**config.mk**
```make
export PLATFORM = sky130hd
export DESIGN_NAME = isc_back
export DESIGN_NICKNAME = d
export VERILOG_FILES = /design/src/rtl/isc_pkg.sv /design/src/rtl/isc_back.sv
export SDC_FILE = /design/constraint.sdc
export NUM_CORES = 1
export LEC_CHECK = 0
export BUFFER_PORTS_ARGS = -buffer_cell sky130_fd_sc_hd__buf_4
export CAP_MARGIN = 20
export CORE_MARGIN = 2
export CORE_UTILIZATION = 49
export CTS_CLUSTER_SIZE = 10
export DETAILED_ROUTE_END_ITERATION = 8
export PLACE_DENSITY_LB_ADDON = 0.15
export SLEW_MARGIN = 30
export SYNTH_ARGS = -nofsm -noshare
export SYNTH_HDL_FRONTEND = slang
export SYNTH_SLANG_ARGS = --single-unit
```
**constraint.sdc**
```tcl
create_clock -name clk -period 2.12 [get_ports clk]
set_input_delay 0.424 -clock clk [delete_from_list [all_inputs] [get_ports clk]]
set_output_delay 0.424 -clock clk [all_outputs]
set_load 0.03 [all_outputs]
```
**src/rtl/isc_pkg.sv**
```systemverilog
// Shared types, character codes and scan functions of the ini syntax checker.
package isc_pkg;

    localparam int QUEUE_DEPTH = 4;

    localparam logic [7:0] MARK_BYTE0  = 8'hEF;
    localparam logic [7:0] MARK_BYTE1  = 8'hBB;
    localparam logic [7:0] MARK_BYTE2  = 8'hBF;
    localparam logic [7:0] CHAR_SPACE  = 8'h20;
    localparam logic [7:0] CHAR_TAB    = 8'h09;
    localparam logic [7:0] CHAR_LF     = 8'h0A;
    localparam logic [7:0] CHAR_CR     = 8'h0D;
    localparam logic [7:0] CHAR_SEMI   = 8'h3B;
    localparam logic [7:0] CHAR_LBRACK = 8'h5B;
    localparam logic [7:0] CHAR_RBRACK = 8'h5D;
    localparam logic [7:0] CHAR_EQUALS = 8'h3D;
    localparam logic [7:0] CHAR_BSLASH = 8'h5C;
    localparam logic [7:0] CHAR_QUOTE  = 8'h22;

    typedef enum logic [1:0] {
        MARK_NONE,
        MARK_EF,
        MARK_EFBB,
        MARK_DONE
    } mark_state_t;

    typedef enum logic [3:0] {
        CLS_OTHER,
        CLS_BLANK,
        CLS_LF,
        CLS_CR,
        CLS_SEMI,
        CLS_LBRACK,
        CLS_RBRACK,
        CLS_EQUALS,
        CLS_BSLASH,
        CLS_QUOTE
    } byte_class_t;

    typedef enum logic [1:0] {
        ESC_NONE,
        ESC_PENDING,
        ESC_LF,
        ESC_CR
    } esc_state_t;

    typedef enum logic [1:0] {
        FAULT_NONE,
        FAULT_SECTION,
        FAULT_EQUALS
    } fault_t;

    // One queued transaction: held mark bytes to replay, then an optional byte.
    typedef struct packed {
        logic [1:0]  pre_count;
        logic        has_byte;
        byte_class_t cls;
        logic        last;
    } entry_t;

    typedef struct packed {
        logic       line_open;
        logic       section_line;
        logic       bracket_seen;
        logic       equals_seen;
        logic       quoted;
        logic       comment_active;
        esc_state_t escape_stage;
        fault_t     fault_latch;
    } scan_state_t;

    localparam scan_state_t SCAN_RESET = '{
        line_open:      1'b0,
        section_line:   1'b0,
        bracket_seen:   1'b0,
        equals_seen:    1'b0,
        quoted:         1'b0,
        comment_active: 1'b0,
        escape_stage:   ESC_NONE,
        fault_latch:    FAULT_NONE
    };

    function automatic byte_class_t classify(input logic [7:0] b);
        byte_class_t c;
        priority if (b == CHAR_SPACE || b == CHAR_TAB) c = CLS_BLANK;
        else if (b == CHAR_LF)     c = CLS_LF;
        else if (b == CHAR_CR)     c = CLS_CR;
        else if (b == CHAR_SEMI)   c = CLS_SEMI;
        else if (b == CHAR_LBRACK) c = CLS_LBRACK;
        else if (b == CHAR_RBRACK) c = CLS_RBRACK;
        else if (b == CHAR_EQUALS) c = CLS_EQUALS;
        else if (b == CHAR_BSLASH) c = CLS_BSLASH;
        else if (b == CHAR_QUOTE)  c = CLS_QUOTE;
        else                       c = CLS_OTHER;
        return c;
    endfunction

    function automatic scan_state_t judge_line(input scan_state_t s);
        scan_state_t r;
        fault_t      kind;
        r    = s;
        kind = FAULT_NONE;
        if (s.section_line)
        begin
            if (!s.bracket_seen)
                kind = FAULT_SECTION;
        end
        else if (!s.equals_seen)
        begin
            kind = FAULT_EQUALS;
        end
        if (s.fault_latch == FAULT_NONE)
            r.fault_latch = kind;
        r.line_open = 1'b0;
        return r;
    endfunction

    function automatic scan_state_t scan_byte(input scan_state_t s, input byte_class_t c);
        scan_state_t r;
        logic        done;
        logic        is_eol;
        r      = s;
        done   = 1'b0;
        is_eol = (c == CLS_LF) || (c == CLS_CR);
        if (s.escape_stage == ESC_PENDING)
        begin
            if (s.section_line && c == CLS_RBRACK)
                r.bracket_seen = 1'b1;
            r.escape_stage = (c == CLS_LF) ? ESC_LF : (c == CLS_CR) ? ESC_CR : ESC_NONE;
            done = 1'b1;
        end
        else if (s.escape_stage != ESC_NONE)
        begin
            // escaped line break: eat its partner
            r.escape_stage = ESC_NONE;
            if ((s.escape_stage == ESC_LF && c == CLS_CR) ||
                (s.escape_stage == ESC_CR && c == CLS_LF))
                done = 1'b1;
        end
        if (!done && r.comment_active)
        begin
            if (is_eol)
                r.comment_active = 1'b0;
            done = 1'b1;
        end
        if (!done && !r.line_open)
        begin
            if (c == CLS_BLANK || is_eol)
            begin
                done = 1'b1;
            end
            else if (c == CLS_SEMI)
            begin
                r.comment_active = 1'b1;
                done = 1'b1;
            end
            else
            begin
                r.line_open    = 1'b1;
                r.section_line = (c == CLS_LBRACK);
                r.bracket_seen = 1'b0;
                r.equals_seen  = 1'b0;
                r.quoted       = 1'b0;
            end
        end
        if (!done)
        begin
            if (r.section_line && c == CLS_RBRACK)
                r.bracket_seen = 1'b1;
            case (c)
                CLS_EQUALS:
                begin
                    if (!r.quoted)
                        r.equals_seen = 1'b1;
                end
                CLS_LF, CLS_CR:
                begin
                    if (!r.quoted)
                        r = judge_line(r);
                end
                CLS_BSLASH: r.escape_stage = ESC_PENDING;
                CLS_QUOTE:  r.quoted = !r.quoted;
                CLS_SEMI:
                begin
                    if (!r.quoted)
                    begin
                        r = judge_line(r);
                        r.comment_active = 1'b1;
                    end
                end
                default: ;
            endcase
        end
        return r;
    endfunction

endpackage

```
**src/rtl/isc_back.sv**
```systemverilog
// Back end: line scanner, fault latch and verdict output register.
module isc_back (
    input  logic            clk,
    input  logic            rst_n,
    input  logic            head_valid,
    input  isc_pkg::entry_t head_entry,
    output logic            pop,
    output logic            out_valid,
    input  logic            out_stall,
    output logic            malformed,
    output logic [1:0]      fault_kind
);

    isc_pkg::scan_state_t scan_reg, scan_next;
    isc_pkg::scan_state_t step1, step2, step3, judged;
    logic                 out_valid_reg, out_valid_next;
    isc_pkg::fault_t      fault_reg, fault_next;

    always_ff @(posedge clk or negedge rst_n)
    begin
        if (!rst_n)
        begin
            scan_reg      <= isc_pkg::SCAN_RESET;
            out_valid_reg <= 1'b0;
        end
        else
        begin
            scan_reg      <= scan_next;
            out_valid_reg <= out_valid_next;
        end
    end

    always_ff @(posedge clk)
    begin
        fault_reg <= fault_next;
    end

    always_comb
    begin
        // a verdict may only leave the queue when the output register frees up
        pop = head_valid && (!head_entry.last || !out_valid_reg || !out_stall);

        // replay held mark bytes, then the byte itself
        step1 = (head_entry.pre_count != 2'd0)
              ? isc_pkg::scan_byte(scan_reg, isc_pkg::CLS_OTHER) : scan_reg;
        step2 = (head_entry.pre_count == 2'd2)
              ? isc_pkg::scan_byte(step1, isc_pkg::CLS_OTHER) : step1;
        step3 = head_entry.has_byte ? isc_pkg::scan_byte(step2, head_entry.cls) : step2;
        judged = (step3.line_open && !step3.comment_active)
               ? isc_pkg::judge_line(step3) : step3;

        scan_next      = scan_reg;
        fault_next     = fault_reg;
        out_valid_next = out_valid_reg && out_stall;
        if (pop)
        begin
            if (head_entry.last)
            begin
                scan_next      = isc_pkg::SCAN_RESET;
                fault_next     = judged.fault_latch;
                out_valid_next = 1'b1;
            end
            else
            begin
                scan_next = step3;
            end
        end
    end

    assign out_valid  = out_valid_reg;
    assign malformed  = (fault_reg != isc_pkg::FAULT_NONE);
    assign fault_kind = fault_reg;

    property p_fresh_after_verdict;
        @(posedge clk) disable iff (!rst_n)
        (pop && head_entry.last) |=> (scan_reg == isc_pkg::SCAN_RESET);
    endproperty
    a_fresh_after_verdict: assert property (p_fresh_after_verdict)
        else $error("scan state not cleared after a verdict");

    property p_escape_in_line;
        @(posedge clk) disable iff (!rst_n)
        (scan_reg.escape_stage != isc_pkg::ESC_NONE)
            |-> (scan_reg.line_open && !scan_reg.comment_active);
    endproperty
    a_escape_in_line: assert property (p_escape_in_line)
        else $error("escape pending outside an open line");

endmodule

```
==> impl_results.md, run 1 <==
* Outcome: finished, violations left
* Failing checks: negative setup slack
* Worst-Margin Slew at 0.457 ns
* Worst EP arrival at 2.17 ns
* Syn avg cell area at 8.56 µm²
* CTS tree: built
* DR pass1 iterations at 4
* Synthesis Warnings at 0
* Asr flop ratio synth at 0.846
* Root Buffer: clkbuf_4
* Register area share after synthesis at 0.335
* Fmax at 467 MHz
* Nature of the critical path endpoint: flop
* Clock buffers created by TritonCTS at 3
* CTS clk-pin slew, worst paths at 0.08 ns
* Max reg flops at 10
* Post-synth top cells: 20 x nand2_1, 13 x nor2_1, 11 x dfrtp_1
* Via count at 1205
* CTS max path bufs at 2
* Max rail drop VDD at 0.000458 V
* Fill count at 134
* PwrDens at 408 nW/µm²
* Die height at 49.2 µm
* Crit Path Class: input pin to flop
* Buffers on Ports at 16
* DR iter-0 viols at 49
* Largest net degree at the start of global routing at 12
* GRT Util Overall at 0.301
* Pleak at 0.701 nW
* Sink Count at 13
* DP Area at 1390 µm²
* CP Cell Sequence: buf_6 > or3b_4 > nor4_4 > buf_4 > a311oi_4 > and3_1 > o221a_1 > a41o_1
* Post-layout min period at 2.14 ns
* Hold Vio Cnt, Final at 0
* # placed instances at 191
* DP HPWL at 2.47 mm
* Syn_nets at 129
* Area Growth Syn to Fin at 56.9%
* Gate Count Post-Synth at 117
* Global route overflow at 0
* Seq cells post-synth at 13
* Number of max-cap violations at 0
* Initial cell density of the core at 0.515
* First-pass GRT wire length at 5.67 mm
* Core area at 1940 µm²
* Final worst-path cycle share at 1.01
* Die Width at 49.2 µm
* WL/cell at 16.7 µm
* H-tree lvl count at 1
* Drc violations at 0
* Nets at 190
* Max FO, Critical Path at 5
* ANT nets after route at 0
* Core Rows at 16
* Crit-path max cell delay at 0.42 ns
* Diode count at 0
* Cell type with the highest aggregate area in the netlist: dfrtp_1
* Top-count cell post-synth: nand2_1
* GP Congestion at 0.888
* Die ar. at 2420 µm²
* Critical path required time at 2.15 ns
* Routed wire length at 3.41 mm
* CP startpoint kind: input pin
* Worst setup margin at -0.0198 ns
* Largest cells by area after synthesis: dfrtp_1 28%, nand2_1 7.5%, edfxtp_1 6.0%
* Clock Skew at 0.00511 ns
* Final Max Tran Viols at 0
* Worst skew pair latency at 0.27 ns
* Setup-failing EPs final at 1
* Mapped Area at 1000 µm²
* Worst rel slew slack at 0.691
* Final core occ at 0.809
* Post-synth EDFFs at 2
* Finished Layout Cells at 204
* Design Power at 0.000641 W
* Vias in the first global route at 1211
* Antenna violations before repair at 0
* Share of cells above drive strength 1 at 0.452
* Top Ports at 17
* Tightest Hold Check Type: input pin to flop
* Fin area at 1570 µm²
* Most used DFF post-synth: dfrtp_1
* RSZ-0062 raised after global routing: true
* Critical path's slowest cell: or3b_4
* Avg Vias per Cell at 5.91
* Cell variety after synth at 45
* Area share of the largest cell type after synthesis at 0.275
[placed cells by master (no fill, tap or decap), types with 2 or more instances in the layout]
cell	Yosys	final
o31ai_1	4	4
o2111ai_2	0	2
nand2b_1	3	3
buf_6	0	2
a311oi_4	1	2
clkbuf_4	0	3
and2_1	2	2
edfxtp_1	2	2
and3_4	2	2
a21oi_2	1	2
o21ai_0	4	4
nand3b_1	2	2
a32oi_2	0	2
nand3_1	3	2
buf_4	0	52
a21oi_1	3	2
o21ai_1	3	3
inv_1	6	6
a31oi_2	0	2
dfrtp_1	11	11
nor2b_1	3	2
nor2_1	13	12
nand2_1	20	20
[metrics by stage]
step	setup TNS [ns]	hold slack [ns]	worst slack, ns
final	-0.0198	0.381	-0.0198
after global routing	-0.253	0.384	-0.0852
after global placement	-1.69	0.261	-0.335
after floorplan	-0.0761	0.128	-0.0761
after CTS	-0.00247	0.374	-0.00247
after detailed placement	-1.74	0.266	-0.315
[where the power goes]
| group | internal [W] | switching (W) | leakage (nW) |
|---|---|---|---|
| registers | 0.000263 | 0.00000825 | 0.168 |
| logic | 0.000106 | 0.000116 | 0.518 |
| clock network | 0.0000728 | 0.0000747 | 0.0150 |
[metal layers]
metal  track usage  wire (µm)  vias up
met3        0.0460        259        6
met4        0.0571         42        0
met2         0.516       1650       58
met1         0.403       1460      567
met5             0          0        -
li1              -          -      574
[area by class of cell]
type | count | area, µm² | area share
multi-input combinational | 99 | 729 | 0.465
timing repair buffer | 55 | 423 | 0.269
sequential | 13 | 335 | 0.214
tap | 27 | 33.8 | 0.0215
clock buffer | 4 | 26.3 | 0.0167
inverter | 6 | 22.5 | 0.0143
[kinds of logic after synthesis]
logic type / share of synthesized area
compound gates: 0.288
buf+inv: 0.0225
flops: 0.335
mux: 0.0212
simple gates: 0.334
[final timing paths]
path,start,end,slack [ns],cells past startpoint
min in group asynchronous,rst_n,out_valid,0.52,2
worst min-delay path,out_stall,out_valid,0.38,3
worst min register to register,scan_reg[7],scan_reg[7],0.54,2
worst max-delay path,head_entry[4],fault_kind[0],-0.02,8
max in group asynchronous,rst_n,scan_reg[5],1.45,2
worst max register to register,scan_reg[3],fault_kind[0],-0.02,8
[worst max-delay path, delay by kind of cell]
kind / cells / cell delay [ns]
AOI/OAI and AO/OA: 3 / 0.57
and+or+nand+nor: 3 / 0.89
buffers and inverters: 2 / 0.28
[repair_timing]
item                                    in CTS  in global routing
gates resized for setup                     10                  4
endpoints found under the setup margin       3                  6
pin swaps                                   11                  5
gates cloned                                 1                  0
buffers inserted                             5                  2
hold endpoints to repair                    11                  0
hold buffers                                 1                  0
Note: power is estimated with default switching activity, not from simulation.
==> run 2, diff against run 1 <==
ABC_AREA = 1   (was not set)
CORE_UTILIZATION = 38   (was 49)
==> run 2 against run 1 <==
  * The run now ends clean
  * Critical path depth grew 4
  * Register-to-register slack gained 0.20 ns
  * Critical path type is now flop to flop
  * Die area grew 38%
  * Worst setup slack gained 0.20 ns
  * Highest routed layer unchanged
  * Sequential cell count is the same
==> impl_results.md, run 2 <==
* Root Buffer: clkbuf_4
* Syn avg cell area at 6.69 µm² (-22%)
* Initial cell density of the core at 0.400 (-0.115)
* Net Sw Frac at 0.364 (+0.0545)
* GRT Util Overall at 0.182 (-0.120)
* Final core occ at 0.484 (-0.325)
* Asr flop ratio synth at 0.846 (unchanged)
* Most numerous cell on the critical path: nand2_1
* Worst skew pair latency at 0.29 ns (+0.02 ns)
* Core Rows at 19 (+3)
* Max reg flops at 10 (unchanged)
* Met2 usage in global routing at 0.263 (-0.253)
* Synthesis Warnings at 0 (unchanged)
* Register area share after synthesis at 0.304 (-0.0311)
* Seq cells post-synth at 13 (unchanged)
* Commonest non-fill, non-tap cells in the layout: 45 x nand2_1, 21 x inv_1, 21 x buf_4
* Core area at 2760 µm² (+42%)
* Global route hottest layer: met2
* GP Congestion at 0.826 (-6.9%)
* Design Power at 0.000682 W (+6.5%)
* DP HPWL at 2.17 mm (-12%)
* Power share of the combinational group at 0.353 (+0.007)
* Number of max-cap violations at 0 (unchanged)
* Pint at 0.000434 W (-1.9%)
* Gate Count Post-Synth at 165 (+41%)
* Post-synth EDFFs at 2 (unchanged)
* FF-to-FF path depth at 12 (+4)
* Top-count cell post-synth: nand2_1
* CTS max path bufs at 2 (unchanged)
* Clock share of power at 0.233 (+0.003)
* RSZ-0062 raised after global routing: false
* ANT nets after route at 0 (unchanged)
* Worst-Margin Slew at 0.387 ns (-0.0705 ns)
* Hold Crit Start: out_stall
* Hold Vio Cnt, Final at 0 (unchanged)
* Share of cells above drive strength 1 at 0.268 (-0.184)
* Post-layout min period at 1.94 ns (-0.205 ns)
* Sink Count at 13 (unchanged)
* Routed wire length at 2.60 mm (-24%)
* CTS clk-pin slew, worst paths at 0.08 ns (about the same)
* Syn_nets at 177 (+37%)
* Drc violations at 0 (unchanged)
* Worst rel slew slack at 0.739 (+0.0479)
* Crit Path Class: flop to flop
* Worst EP arrival at 1.99 ns (-0.18 ns)
* CTS tree: built
* CP startpoint: scan_reg[2]
* Final setup TNS at 0 ns (+0.0198 ns)
* Fmax at 517 MHz (+11%)
* Largest net degree at the start of global routing at 12 (unchanged)
* Die height at 57.9 µm (+18%)
* Outcome: complete, no violations
* Most used DFF post-synth: dfrtp_1
* Largest cells by area after synthesis: dfrtp_1 25%, nand2_1 15%, inv_1 7.1%
* Die ar. at 3350 µm² (+38%)
* Pre-CTS WS at 0.0577 ns (+0.373 ns)
* Global route overflow at 0 (unchanged)
* Critical path required time at 2.17 ns (+0.02 ns)
* First-pass GRT wire length at 4.66 mm (-18%)
* Via count at 1092 (-9.4%)
* Max rail drop VDD at 0.000330 V (-28%)
* Crit-path max cell delay at 0.43 ns (about the same)
* Cell type with the highest aggregate area in the netlist: dfrtp_1
* Routing usage on met1 at 0.254 (-0.149)
* Pleak at 0.702 nW (+0.15%)
* Setup-failing EPs final at 0 (-1)
* Postcts setup bufs at 0 (-5)
* Buffers on Ports at 16 (unchanged)
* Fin area at 1340 µm² (-15%)
* Tightest Hold Check Type: input pin to flop
* WL/cell at 11.8 µm (-30%)
* Clock buffers created by TritonCTS at 3 (unchanged)
* Critical path's slowest cell: dfrtp_1
* Vias in the first global route at 1036 (-14%)
* Share of power burned in registers at 0.414 (-0.009)
* DP Area at 1300 µm² (-6.6%)
* Antenna violations before repair at 0 (unchanged)
* Final Max Tran Viols at 0 (unchanged)
* WHS Path Cells at 3 (unchanged)
* Fill count at 290 (+120%)
* Post-synth top cells: 45 x nand2_1, 21 x inv_1, 18 x nor2_1
* DR pass1 iterations at 4 (unchanged)
* Area share of the largest cell type after synthesis at 0.249 (-0.0256)
* Mapped Area at 1100 µm² (+10%)
* Worst setup margin at 0.185 ns (+0.205 ns)
* Cell variety after synth at 30 (-33%)
* Die Width at 57.9 µm (+18%)
* Area Growth Syn to Fin at 21.0%
* GRT met3 Usage at 0.0357 (-0.0103)
* PwrDens at 511 nW/µm² (+25%)
* R2R Path Start: scan_reg[2]
* Max FO, Critical Path at 7 (+2)
* Clock Skew at 0.00358 ns (-0.00153 ns)
* CP startpoint kind: flop
* Avg Vias per Cell at 4.94 (-16%)
* Switch Pwr at 0.000249 W (+25%)
* H-tree lvl count at 1 (unchanged)
* DR iter-0 viols at 45 (-8.2%)
* Nets at 203 (+6.8%)
* Final worst-path cycle share at 0.913 (-0.0966)
* Most common cell after layout, fill and taps aside: nand2_1
* CP Cell Sequence: a21oi_1 > nand2_1 > nand3b_4 > inv_2 > a21oi_4 > inv_1 > nor2_1 > nand2_1 > a21boi_2 > nor2_1 > nand2_1 > nand2_1
* Diode count at 0 (unchanged)
* Top Ports at 17 (unchanged)
* Nature of the critical path endpoint: flop
## run 2: power by group through the flow
| stage | clock (W) | sequential [W] | combinational, W |
|---|---|---|---|
| 6_report | 0.000159 | 0.000283 | 0.000241 |
| 2_1_floorplan | 0 | 0.000295 | 0.000155 |
| 3_5_place_dp | 0 | 0.000288 | 0.000238 |
| 4_1_cts | 0.000170 | 0.000283 | 0.000241 |
| 3_3_place_gp | 0 | 0.000287 | 0.000236 |
| 5_1_grt | 0.000181 | 0.000285 | 0.000269 |
## run 2: path summary, 6_finish.rpt
| kind | to | slack [ns] |
|---|---|---|
| setup / recovery | fault_kind[0] | 0.18 |
| hold / removal | out_valid | 0.36 |
| setup reg to reg | fault_kind[0] | 0.18 |
| hold reg to reg | scan_reg[5] | 0.49 |
| max in group asynchronous | scan_reg[6] | 1.48 |
| min in group asynchronous | scan_reg[8] | 0.50 |
## run 2: per-stage QoR
step / std cells / hold slack (ns)
5_1_grt: 221 / 0.364
3_3_place_gp: 216 / 0.262
3_5_place_dp: 216 / 0.264
4_1_cts: 221 / 0.356
6_report: 221 / 0.365
2_1_floorplan: 165 / 0.128
## run 2: metal layers
metal  wire length, µm  vias up
li1                  -      580
met1              1290      483
met2              1150       22
met3                87        7
met4                72        0
met5                 0        -
## run 2: logic make-up (layout without fill, tap and decap cells)
logic type             Yosys count  count (layout)  share of synthesized area
AND/OR/NAND/NOR                101             101                      0.468
buffers and inverters           29              54                     0.0986
flip-flops                      13              13                      0.304
AO/OA/AOI/OAI                   22              22                      0.129
## run 2: area by class of cell
class	instances	area, µm²	share of cell area
clock buffers	4	26.3	0.0197
well taps	31	38.8	0.0291
flip-flops and latches	13	335	0.251
inverters	28	105	0.0787
multi-input cells	123	662	0.496
repair buffers	22	168	0.126
## run 2: what timing repair did
action	in CTS	in global routing
hold endpoints to repair	11	0
setup endpoints to repair	0	2
resized for setup	0	1
hold buffers	1	0
## run 2: worst max-delay path: cells and delay by family, from the launching register on
kind                   cells  cell delay (ns)
DFF                        1             0.43
buffers and inverters      2             0.12
AOI/OAI and AO/OA          3             0.55
and+or+nand+nor            7             0.59
==> run 3, diff against run 2 <==
CTS_BUF_LIST = sky130_fd_sc_hd__clkbuf_4   (was not set)
==> run 3 against run 2 <==
  * Sequential power barely moved
  * Cell count did not move
  * Total power rose by 2.1%
  * First-iteration DRC count did not move
  * Largest power group unchanged
  * Highest routed layer unchanged
==> impl_results.md, run 3 (synthesis results as in run 2) <==
* Max reg flops at 10 (unchanged)
* Worst skew pair latency at 0.29 ns (about the same)
* Worst-Margin Slew at 0.387 ns (unchanged)
* PwrDens at 520 nW/µm² (+1.8%)
* Root Buffer: clkbuf_4
* Die Width at 57.9 µm (unchanged)
* Crit Path Class: flop to flop
* DP HPWL at 2.17 mm (unchanged)
* Clock Skew at 0.00174 ns (-0.00184 ns)
* Top Ports at 17 (unchanged)
* Number of max-cap violations at 0 (unchanged)
* Most common cell after layout, fill and taps aside: nand2_1
* Max rail drop VDD at 0.000335 V (+1.4%)
* Diode count at 0 (unchanged)
* GP Congestion at 0.826 (unchanged)
* Hold Vio Cnt, Final at 0 (unchanged)
* Buffers on Ports at 16 (unchanged)
* Die ar. at 3350 µm² (unchanged)
* CP startpoint kind: flop
* Fmax at 516 MHz (-0.11%)
* Nets at 203 (unchanged)
* Initial cell density of the core at 0.400 (unchanged)
* Final setup TNS at 0 ns (unchanged)
* Pleak at 0.706 nW (+0.49%)
* CTS clk-pin slew, worst paths at 0.08 ns (about the same)
* RSZ-0062 raised after global routing: false
* Outcome: complete, no violations
* H-tree lvl count at 1 (unchanged)
* CTS max path bufs at 2 (unchanged)
* Largest net degree at the start of global routing at 12 (unchanged)
* Core area at 2760 µm² (unchanged)
* Routed wire length at 2.60 mm (about the same)
* ANT nets after route at 0 (unchanged)
* Setup-failing EPs final at 0 (unchanged)
* Die height at 57.9 µm (unchanged)
* Worst rel slew slack at 0.739 (unchanged)
* Post-layout min period at 1.94 ns (+0.00215 ns)
* Commonest non-fill, non-tap cells in the layout: 45 x nand2_1, 21 x inv_1, 21 x buf_4
* Drc violations at 0 (unchanged)
* Via count at 1091 (-0.092%)
* GRT Util Overall at 0.182 (unchanged)
* First-pass GRT wire length at 4.66 mm (unchanged)
* Critical path required time at 2.17 ns (about the same)
* Clock buffers created by TritonCTS at 3 (unchanged)
* Vias in the first global route at 1036 (unchanged)
* Worst EP arrival at 1.99 ns (about the same)
* Share of cells above drive strength 1 at 0.274 (+0.00526)
* Area Growth Syn to Fin at 21.3%
* Final worst-path cycle share at 0.914 (+0.00102)
* Tightest Hold Check Type: input pin to flop
* Antenna violations before repair at 0 (unchanged)
* Sink Count at 13 (unchanged)
* Core Rows at 19 (unchanged)
* DR pass1 iterations at 4 (unchanged)
* Nature of the critical path endpoint: flop
* Max FO, Critical Path at 7 (unchanged)
* Final Max Tran Viols at 0 (unchanged)
* DR iter-0 viols at 45 (unchanged)
* Avg Vias per Cell at 4.94 (about the same)
* Global route overflow at 0 (unchanged)
* Design Power at 0.000697 W (+2.1%)
* CTS tree: built
* WL/cell at 11.8 µm (about the same)
-- run 3: cell counts in the layout (fill, tap and decap cells not counted) --
No cell type changed its count.
-- run 3: repair_timing --
action                                  CTS  global route
resized for setup                         0             1
hold buffers                              1             0
setup buffers                             0             0
hold endpoints to repair                 11             0
endpoints found under the setup margin    0             2
-- run 3: critical path, cell delays in order (launching register included) --
cell and delay, ns:
dfrtp_1 0.43, a21oi_1 0.20, nand2_1 0.14, nand3b_4 0.13, inv_2 0.06, a21oi_4 0.21, inv_1 0.06, nor2_1 0.09
nand2_1 0.07, a21boi_2 0.14, nor2_1 0.05, nand2_1 0.06, nand2_1 0.05
-- run 3: path summary, 6_finish.rpt --
kind / startpoint / endpoint / slack [ns] / depth (start not counted)
max: scan_reg[2] / fault_kind[0] / 0.18 / 12
min: out_stall / out_valid / 0.36 / 3
max reg2reg: scan_reg[2] / fault_kind[0] / 0.18 / 12
min reg2reg: scan_reg[5] / scan_reg[5] / 0.49 / 2
max in group asynchronous: rst_n / scan_reg[6] / 1.48 / 2
min in group asynchronous: rst_n / scan_reg[4] / 0.50 / 2
-- run 3: final cells by class --
type                    instances  area (µm²)
flip-flops and latches         13         335
fillers                       289        1420
repair buffers                 22         168
multi-input cells             123         662
well taps                      31        38.8
clock buffers                   4        30.0
inverters                      28         105
-- run 3: power by group --
part	total, W	switching [W]	internal (W)	leakage, nW
logic	0.000241	0.000153	0.0000881	0.521
clock network	0.000173	0.0000869	0.0000861	0.0184
registers	0.000283	0.0000104	0.000272	0.166
-- run 3: stage by stage --
stage               instance area [µm²]   util  setup WS, ns  instances  hold slack (ns)
detailed placement                 1300  0.470        0.0577        216            0.264
CTS                                1340  0.485         0.138        221            0.356
global placement                   1300  0.470        0.0694        216            0.262
global route                       1340  0.485        0.0352        221            0.364
floorplan                          1100      -         0.348        165            0.128
finish                             1340  0.485         0.183        221            0.365
-- run 3: per-layer routing --
metal | GRT usage | part of all wire | wire length, µm | vias to the layer above
li1 | - | - | - | 580
met1 | 0.254 | 0.50 | 1290 | 482
met2 | 0.263 | 0.44 | 1150 | 22
met3 | 0.0357 | 0.033 | 87 | 7
met4 | 0.0997 | 0.028 | 72 | 0
met5 | 0 | 0 | 0 | -
